## config.mk

```make
export PLATFORM = sky130hd
export DESIGN_NAME = swb_luxury_prng_core
export DESIGN_NICKNAME = d
export VERILOG_FILES = /design/src/hdl/swbl_pkg.sv /design/src/hdl/swbl_ram.sv /design/src/hdl/swbl_alu.sv /design/src/hdl/swb_luxury_prng_core.sv
export SDC_FILE = /design/constraint.sdc
export NUM_CORES = 2
export LEC_CHECK = 0
export BUFFER_PORTS_ARGS = -buffer_cell sky130_fd_sc_hd__buf_2
export CAP_MARGIN = 20
export CORE_MARGIN = 5
export CORE_UTILIZATION = 50
export CTS_CLUSTER_DIAMETER = 60
export DETAILED_ROUTE_END_ITERATION = 16
export GPL_ROUTABILITY_DRIVEN = 0
export PLACE_DENSITY_LB_ADDON = 0.08
export SYNTH_ARGS = -nofsm -noshare
export SYNTH_HDL_FRONTEND = slang
export SYNTH_HIERARCHICAL = 1
export SYNTH_SLANG_ARGS = --single-unit
```

## constraint.sdc

```tcl
create_clock -name clk_i -period 7.25 [get_ports clk_i]
set_clock_uncertainty 0.1 [all_clocks]
set_input_delay 1.45 -clock clk_i [delete_from_list [all_inputs] [get_ports clk_i]]
set_output_delay 1.45 -clock clk_i [all_outputs]
set_load 0.1 [all_outputs]
```

## src/hdl/swbl_pkg.sv

```systemverilog
// ----------------------------------------------------------------------------
// swbl_pkg
// Shared types and constants for the subtract-with-borrow luxury generator.
// ----------------------------------------------------------------------------
package swbl_pkg;

  localparam int unsigned LONG_LAG_DEF  = 43;
  localparam int unsigned SHORT_LAG_DEF = 22;

  localparam int unsigned WORD_W = 32;
  localparam int unsigned LUX_W  = 4;

  localparam logic [WORD_W-1:0] SWB_MODULUS = 32'hFFFF_FFFB;

  // Request type codes.
  localparam logic REQ_SEED     = 1'b0;
  localparam logic REQ_GENERATE = 1'b1;

  typedef enum logic [1:0] {
    ST_IDLE,
    ST_READ,
    ST_CALC
  } swbl_state_e;

  // Result of one subtract-with-borrow step.
  typedef struct packed {
    logic [WORD_W-1:0] word;
    logic              borrow;
  } swbl_step_t;

endpackage

```

## src/hdl/swbl_ram.sv

```systemverilog
// ----------------------------------------------------------------------------
// swbl_ram
// Generic RAM with one write port and two registered read ports.
// ----------------------------------------------------------------------------
module swbl_ram #(
  parameter int unsigned WIDTH = 32,
  parameter int unsigned DEPTH = 44
) (
  input  logic                     clk_i,
  input  logic                     we_i,
  input  logic [$clog2(DEPTH)-1:0] waddr_i,
  input  logic [WIDTH-1:0]         wdata_i,
  input  logic [$clog2(DEPTH)-1:0] raddr_a_i,
  input  logic [$clog2(DEPTH)-1:0] raddr_b_i,
  output logic [WIDTH-1:0]         rdata_a_o,
  output logic [WIDTH-1:0]         rdata_b_o
);

  logic [WIDTH-1:0] mem_q [DEPTH];

  always_ff @(posedge clk_i) begin
    if (we_i) begin
      mem_q[waddr_i] <= wdata_i;
    end
    rdata_a_o <= mem_q[raddr_a_i];
    rdata_b_o <= mem_q[raddr_b_i];
  end

endmodule

```

## src/hdl/swbl_alu.sv

```systemverilog
// ----------------------------------------------------------------------------
// swbl_alu
// One subtract-with-borrow step modulo 2^32-5.
// ----------------------------------------------------------------------------
module swbl_alu
  import swbl_pkg::*;
(
  input  logic [WORD_W-1:0] xj_i,
  input  logic [WORD_W-1:0] xi_i,
  input  logic              borrow_i,
  output swbl_step_t        res_o
);

  logic [WORD_W:0] sub;
  logic [WORD_W:0] diff;

  always_comb begin
    sub  = {1'b0, xi_i} + {{WORD_W{1'b0}}, borrow_i};
    diff = {1'b0, xj_i} - sub;
    // The top bit of the 33-bit difference is set exactly when xj < xi + borrow.
    res_o.borrow = diff[WORD_W];
    res_o.word   = diff[WORD_W] ? (diff[WORD_W-1:0] + SWB_MODULUS) : diff[WORD_W-1:0];
  end

endmodule

```

## src/hdl/swb_luxury_prng_core.sv

```systemverilog
// ----------------------------------------------------------------------------
// swb_luxury_prng_core
// Subtract-with-borrow generator with lags LONG_LAG/SHORT_LAG and luxury level.
// ----------------------------------------------------------------------------
// A seed request is taken while idle and the block stays ready for the next
// request. A generate request is accepted in IDLE, and the input then stays
// stalled through READ, which reads both lag words from the two-port table
// RAM, and CALC, which does the subtract and write-back. Once every LONG_LAG
// generate requests, LONG_LAG*luxury_level discarded steps run first, each
// needing its own RAM read and write-back. The final step waits while the
// previous word still sits in the output register.
// The table reads as zero until each entry is written; no clearing pass is
// needed after reset.
module swb_luxury_prng_core
  import swbl_pkg::*;
#(
  parameter int unsigned LONG_LAG  = LONG_LAG_DEF,
  parameter int unsigned SHORT_LAG = SHORT_LAG_DEF
) (
  input  logic              clk_i,
  input  logic              rst_ni,
  input  logic              cfg_we_i,
  input  logic [LUX_W-1:0]  cfg_wdata_i,
  input  logic              in_valid_i,
  output logic              in_stall_o,
  input  logic              req_type_i,
  input  logic [WORD_W-1:0] seed_word_i,
  output logic              out_valid_o,
  input  logic              out_stall_i,
  output logic [WORD_W-1:0] random_word_o
);

  localparam int unsigned IDX_W  = $clog2(LONG_LAG + 1);
  localparam int unsigned DISC_W = $clog2(LONG_LAG * ((1 << LUX_W) - 1) + 1);
  localparam int unsigned SHORT_INIT =
      (SHORT_LAG < 1 || SHORT_LAG > LONG_LAG) ? LONG_LAG : SHORT_LAG;

  localparam logic [IDX_W-1:0]  LAG_IDX   = IDX_W'(LONG_LAG);
  localparam logic [IDX_W-1:0]  SHORT_IDX = IDX_W'(SHORT_INIT);
  localparam logic [IDX_W-1:0]  ONE_IDX   = IDX_W'(1);
  localparam logic [IDX_W-1:0]  TWO_IDX   = IDX_W'(2);
  localparam logic [DISC_W-1:0] LAG_DISC  = DISC_W'(LONG_LAG);

  swbl_state_e state_q, state_d;

  logic [IDX_W-1:0]  long_idx_q, long_idx_d;
  logic [IDX_W-1:0]  short_idx_q, short_idx_d;
  logic [IDX_W-1:0]  out_pos_q, out_pos_d;
  logic [IDX_W-1:0]  seed_pos_q, seed_pos_d;
  logic [DISC_W-1:0] discard_q, discard_d;
  logic              borrow_q, borrow_d;
  logic [LUX_W-1:0]  lux_q;
  logic [LONG_LAG:0] filled_q, filled_d;
  logic              out_valid_q, out_valid_d;
  logic [WORD_W-1:0] out_word_q, out_word_d;

  logic              filled_s_q, filled_l_q;
  logic              in_accept;
  logic              last_step;
  logic              out_free;
  logic              commit;

  logic              ram_we;
  logic [IDX_W-1:0]  ram_waddr;
  logic [WORD_W-1:0] ram_wdata;
  logic [WORD_W-1:0] rdata_s, rdata_l;
  logic [WORD_W-1:0] xj, xi;
  swbl_step_t        step_res;

  logic [IDX_W-1:0]  seed_k;
  logic [IDX_W-1:0]  pos_inc;
  logic [WORD_W-1:0] seed_w;

  swbl_ram #(
    .WIDTH (WORD_W),
    .DEPTH (LONG_LAG + 1)
  ) u_lag_ram (
    .clk_i     (clk_i),
    .we_i      (ram_we),
    .waddr_i   (ram_waddr),
    .wdata_i   (ram_wdata),
    .raddr_a_i (short_idx_q),
    .raddr_b_i (long_idx_q),
    .rdata_a_o (rdata_s),
    .rdata_b_o (rdata_l)
  );

  // Fill flags are sampled alongside the RAM read so both line up in CALC.
  always_ff @(posedge clk_i) begin
    filled_s_q <= filled_q[short_idx_q];
    filled_l_q <= filled_q[long_idx_q];
  end

  assign xj = filled_s_q ? rdata_s : '0;
  assign xi = filled_l_q ? rdata_l : '0;

  swbl_alu u_alu (
    .xj_i     (xj),
    .xi_i     (xi),
    .borrow_i (borrow_q),
    .res_o    (step_res)
  );

  assign in_stall_o = (state_q != ST_IDLE);
  assign in_accept  = in_valid_i && (state_q == ST_IDLE);
  assign last_step  = (discard_q == '0);
  assign out_free   = !out_valid_q || !out_stall_i;
  assign commit     = (state_q == ST_CALC) && (!last_step || out_free);

  // Next state.
  always_comb begin
    state_d = state_q;
    unique case (state_q)
      ST_IDLE: begin
        if (in_accept && req_type_i == REQ_GENERATE) begin
          state_d = ST_READ;
        end
      end
      ST_READ: begin
        state_d = ST_CALC;
      end
      ST_CALC: begin
        if (commit) begin
          state_d = last_step ? ST_IDLE : ST_READ;
        end
      end
      default: begin
        state_d = ST_IDLE;
      end
    endcase
  end

  // Datapath control and register updates.
  always_comb begin
    long_idx_d  = long_idx_q;
    short_idx_d = short_idx_q;
    out_pos_d   = out_pos_q;
    seed_pos_d  = seed_pos_q;
    discard_d   = discard_q;
    borrow_d    = borrow_q;
    filled_d    = filled_q;
    out_valid_d = out_valid_q && out_stall_i;
    out_word_d  = out_word_q;
    ram_we      = 1'b0;
    ram_waddr   = long_idx_q;
    ram_wdata   = step_res.word;

    seed_k  = seed_pos_q + ONE_IDX;
    pos_inc = out_pos_q + ONE_IDX;
    seed_w  = seed_word_i;
    if (seed_k == ONE_IDX) begin
      seed_w[0] = 1'b1;
    end else if (seed_k == TWO_IDX) begin
      seed_w[0] = 1'b0;
    end

    unique case (state_q)
      ST_IDLE: begin
        if (in_accept && req_type_i == REQ_SEED) begin
          ram_we           = 1'b1;
          ram_waddr        = seed_k;
          ram_wdata        = seed_w;
          filled_d[seed_k] = 1'b1;
          if (seed_k >= LAG_IDX) begin
            borrow_d    = 1'b1;
            long_idx_d  = LAG_IDX;
            short_idx_d = SHORT_IDX;
            out_pos_d   = '0;
            seed_pos_d  = '0;
          end else begin
            seed_pos_d = seed_k;
          end
        end else if (in_accept) begin
          // Every LONG_LAG requests, a luxury block of discarded steps runs first.
          if (pos_inc >= LAG_IDX) begin
            out_pos_d = '0;
            discard_d = LAG_DISC * DISC_W'(lux_q);
          end else begin
            out_pos_d = pos_inc;
          end
        end
      end
      ST_READ: begin
      end
      ST_CALC: begin
        if (commit) begin
          ram_we               = 1'b1;
          filled_d[long_idx_q] = 1'b1;
          borrow_d             = step_res.borrow;
          long_idx_d           = (long_idx_q == ONE_IDX) ? LAG_IDX : long_idx_q - ONE_IDX;
          short_idx_d          = (short_idx_q == ONE_IDX) ? LAG_IDX : short_idx_q - ONE_IDX;
          if (last_step) begin
            out_valid_d = 1'b1;
            out_word_d  = step_res.word;
          end else begin
            discard_d = discard_q - DISC_W'(1);
          end
        end
      end
      default: begin
      end
    endcase
  end

  always_ff @(posedge clk_i or negedge rst_ni) begin
    if (!rst_ni) begin
      state_q     <= ST_IDLE;
      long_idx_q  <= LAG_IDX;
      short_idx_q <= SHORT_IDX;
      out_pos_q   <= '0;
      seed_pos_q  <= '0;
      discard_q   <= '0;
      borrow_q    <= 1'b1;
      lux_q       <= '0;
      filled_q    <= '0;
      out_valid_q <= 1'b0;
    end else begin
      state_q     <= state_d;
      long_idx_q  <= long_idx_d;
      short_idx_q <= short_idx_d;
      out_pos_q   <= out_pos_d;
      seed_pos_q  <= seed_pos_d;
      discard_q   <= discard_d;
      borrow_q    <= borrow_d;
      filled_q    <= filled_d;
      out_valid_q <= out_valid_d;
      if (cfg_we_i) begin
        lux_q <= cfg_wdata_i;
      end
    end
  end

  always_ff @(posedge clk_i) begin
    out_word_q <= out_word_d;
  end

  assign out_valid_o   = out_valid_q;
  assign random_word_o = out_word_q;

  // The READ state is always followed by CALC in the next cycle.
  assert property (@(posedge clk_i) disable iff (!rst_ni)
    state_q == ST_READ |=> state_q == ST_CALC)
    else $error("table read not followed by step cycle");

  // Both lag pointers stay within the table.
  assert property (@(posedge clk_i) disable iff (!rst_ni)
    long_idx_q >= ONE_IDX && long_idx_q <= LAG_IDX &&
    short_idx_q >= ONE_IDX && short_idx_q <= LAG_IDX)
    else $error("lag index out of range");

  // No discarded steps may be pending once the block is ready again.
  assert property (@(posedge clk_i) disable iff (!rst_ni)
    state_q == ST_IDLE |-> discard_q == '0)
    else $error("discard count left over in idle");

  // The final step of a request always leaves a word in the output register.
  assert property (@(posedge clk_i) disable iff (!rst_ni)
    commit && last_step |=> out_valid_o && state_q == ST_IDLE)
    else $error("final step did not deliver a word");

endmodule
```

==> out/results.tsv <==
stage	metric	value	unit
timing	max-slew violations	0	
synthesis	Synth area leaders	edfxtp_1 (56%), mux4_2 (21%), mux2i_1 (2.6%)	
floorplanning	starting density of the core	50.2	%
synthesis	Yosys top cell by area	edfxtp_1	
cts	CTS root buffer	clkbuf_16	
cts	post-CTS setup repair buffer count	0	
timing	final hold violations	0	
route	total number of vias	48000	
synthesis	sequential fraction of the synthesis area	60.6	%
synthesis	largest family of logic cells by synthesized area	multiplexers	
synthesis	Yosys cell types	99	
timing	fin crit share	80.6	%
route	Pre-antenna DRT Iters	5	
placement	detailed placement HPWL	156000	um
global_route	first-pass GRT wire length	358000	um
timing	RSZ-0062 raised after global routing	no	
cts	H-tree Lvls	4	
cts	Resized Gates After CTS	0	
cells_and_area	final core occ	56.3	%
cts	Post-CTS Hold Fix Bufs	0	
timing	f_max	171	MHz
cts	CTS Sinks	1592	
floorplanning	Die Area	162000	um2
cells_and_area	share of layout cells above drive strength 1	27.3	%
worst_hold_path	hold path start	filled_q[43]$_DFFE_PN0P_	
synthesis	post-synthesis mux area share	23.2	%
timing	Setup Total Neg Slack	0	ps
global_route	vias in the first global route	47000	
cells_and_area	final instance area	86400	um2
synthesis	syn_nets	4743	
synthesis	Post-Synthesis Cells	4611	
route	final WL	256000	um
setup_path	Crit. Startpoint	filled_s_q$_DFF_P_	
worst_hold_path	Hold Path Stages	1	
placement	PortBufs	75	
placement	placed instance area	80700	um2
synthesis	Compound-Gate Fraction of Synth Area	6.53	%
cts	cts bufs inserted	173	
timing	Hold Slack	395	ps
floorplanning	Chip Width	403	um
synthesis	Cell Area, Synth	77100	um2
floorplanning	Die H	403	um
cts	clk buf depth	3	
setup_path	Arr. time, crit path	6310	ps
timing	Slew @ Worst Pin	1130	ps
synthesis	Main synth FF type	edfxtp_1	
timing	final setup fails	0	
synthesis	Post-synth EDFFs	1440	
route	First DRT Iteration DRCs	6042	
setup_path	R2R depth	17	
cts	Reg clk slew, reported paths	60	ps
cts	CTS tree	done	
route	ANT nets after route	0	
setup_path	WP data required	7710	ps
route	drt drc	0	
route	WL per Instance	37.0	um
synthesis	asr flop ratio synth	5.40	%
timing	slew margin rel.	24.8	%
synthesis	FF+latch count, synth	1592	
floorplanning	num rows	144	
setup_path	worst reg2reg startpoint	filled_s_q$_DFF_P_	
floorplanning	core area	154000	um2
setup_path	crit start category	flip-flop	
synthesis	Yosys top cell area share	56.1	%
cts	Clk Latency, worst-skew pair	830	ps
global_route	global route overflow	0	
synthesis	Synth Area in XOR/XNOR	0.659	%
synthesis	post-synthesis simple-gate area fraction	4.87	%
flow_run	Max Cap Viol	0	
synthesis	most frequent cell after synthesis	edfxtp_1	
global_route	GRT Total Usage	31.3	%
synthesis	Syn Area/Cell	16.7	um2
cells_and_area	P&R area growth vs syn	12.1	%
global_route	antenna violations before repair	12	
global_route	largest net degree at the start of global routing	96	
floorplanning	IO Count	76	
synthesis	synth cell count leaders	edfxtp_1 (1,440), mux4_2 (704), nand2_1 (343)	
synthesis	number of synthesis warnings	6	
worst_hold_path	Min-Delay Path Class	reg2reg	
timing	Final Critical Period	5850	ps
synthesis	Post-Synth Adder-Cell Area	1.50	%
setup_path	Worst Path Max Fanout	44	
setup_path	CP Class	reg2reg	
route	Vias/cell	6.96	
cells_and_area	Layout Nets	4842	
setup_path	Critical Path End Type	flip-flop	
outcome	run status	complete, no violations	
==> state kept, by name, summed over array words and instances, names as in the netlist <==
register / count
u_lag_ram/mem_q: 1408
filled_q: 44
random_word_o: 32
u_lag_ram/rdata_a_o: 32
u_lag_ram/rdata_b_o: 32
discard_q: 10
long_idx_q: 6
out_pos_q: 6
seed_pos_q: 6
short_idx_q: 6
lux_q: 4
state_q: 2
borrow_q: 1
filled_l_q: 1
filled_s_q: 1
out_valid_o: 1
==> cell type report <==
type                            count  area, um2
Fill cell                       11700      67200
Sequential cell                  1592      46800
Multi-Input combinational cell   2559      28700
Clock buffer                      228       4700
Tap cell                         2044       2560
Timing Repair Buffer              251       2130
Clock inverter                     93       1060
Inverter                          133        504
Antenna cell                        4       10.0
==> per-layer routing <==
layer	global-route usage [%]	share of wire [%]	up-vias
met4	13.2	5.0	6
met2	48.5	46	2796
li1	-	-	19200
met1	43.5	39	25500
met5	0	0.0090	-
met3	6.45	10	538
==> metrics by stage <==
stage | setup WS (ps) | cells
after floorplan | 1070 | 4611
after global placement | 1400 | 6573
after detailed placement | 1560 | 6579
after CTS | 1500 | 6900
after global routing | 1130 | 6900
final | 1400 | 6904
==> final timing paths <==
kind	end	slack, ps
worst max-delay path	u_lag_ram/mem_q[35][31]$_DFFE_PP_	1400
worst min-delay path	filled_q[43]$_DFFE_PN0P_	390
worst max register to register	u_lag_ram/mem_q[35][31]$_DFFE_PP_	1400
max in group asynchronous	short_idx_q[0]$_DFFE_PN0P_	5410
min in group asynchronous	filled_q[19]$_DFFE_PN0P_	450
worst min register to register	filled_q[43]$_DFFE_PN0P_	390
==> layout by cell type (no fill, tap or decap), types with 24 or more instances in the layout <==
master	instances
a211o_1	27
a211oi_1	28
a21oi_1	76
a221oi_1	24
a22oi_1	113
a31oi_1	64
and2_1	73
buf_12	32
buf_2	75
buf_4	140
clkbuf_1	40
clkbuf_16	174
clkinv_1	27
clkinv_2	27
dfrtp_1	75
dfxtp_1	64
edfxtp_1	1440
ha_1	86
inv_1	130
mux2i_1	202
mux4_2	704
nand2_1	343
nand3_1	32
nor2_1	103
nor2_4	44
nor3_1	39
o211ai_1	33
o21ai_0	97
o21bai_1	50
o22ai_1	82
xnor2_1	34
xor2_1	24
==> worst max-delay path, stage by stage, from the launching register on <==
cell and delay (ps):
dfxtp_2 640, and2_1 200, inv_1 40, ha_1 270, inv_1 50, ha_1 400
o21a_1 210, a2bb2oi_1 380, a41oi_1 280, a211oi_1 800, o21bai_1 190, a21oi_1 390
o211ai_1 280, nor4_2 420, xor2_1 230, nand2_1 150, nand2_1 130, buf_4 390
==> kinds of logic after synthesis <==
kind of cell,Yosys count
multiplexers,908
buffers and inverters,460
XOR/XNOR,58
AO/OA/AOI/OAI,724
flip-flops,1592
adder cells (fa/ha/maj),90
AND/OR/NAND/NOR,779
Power is left out: the tool's default activity adds up to more than one toggle a clock period on the data nets, which glitch-free logic cannot reach.
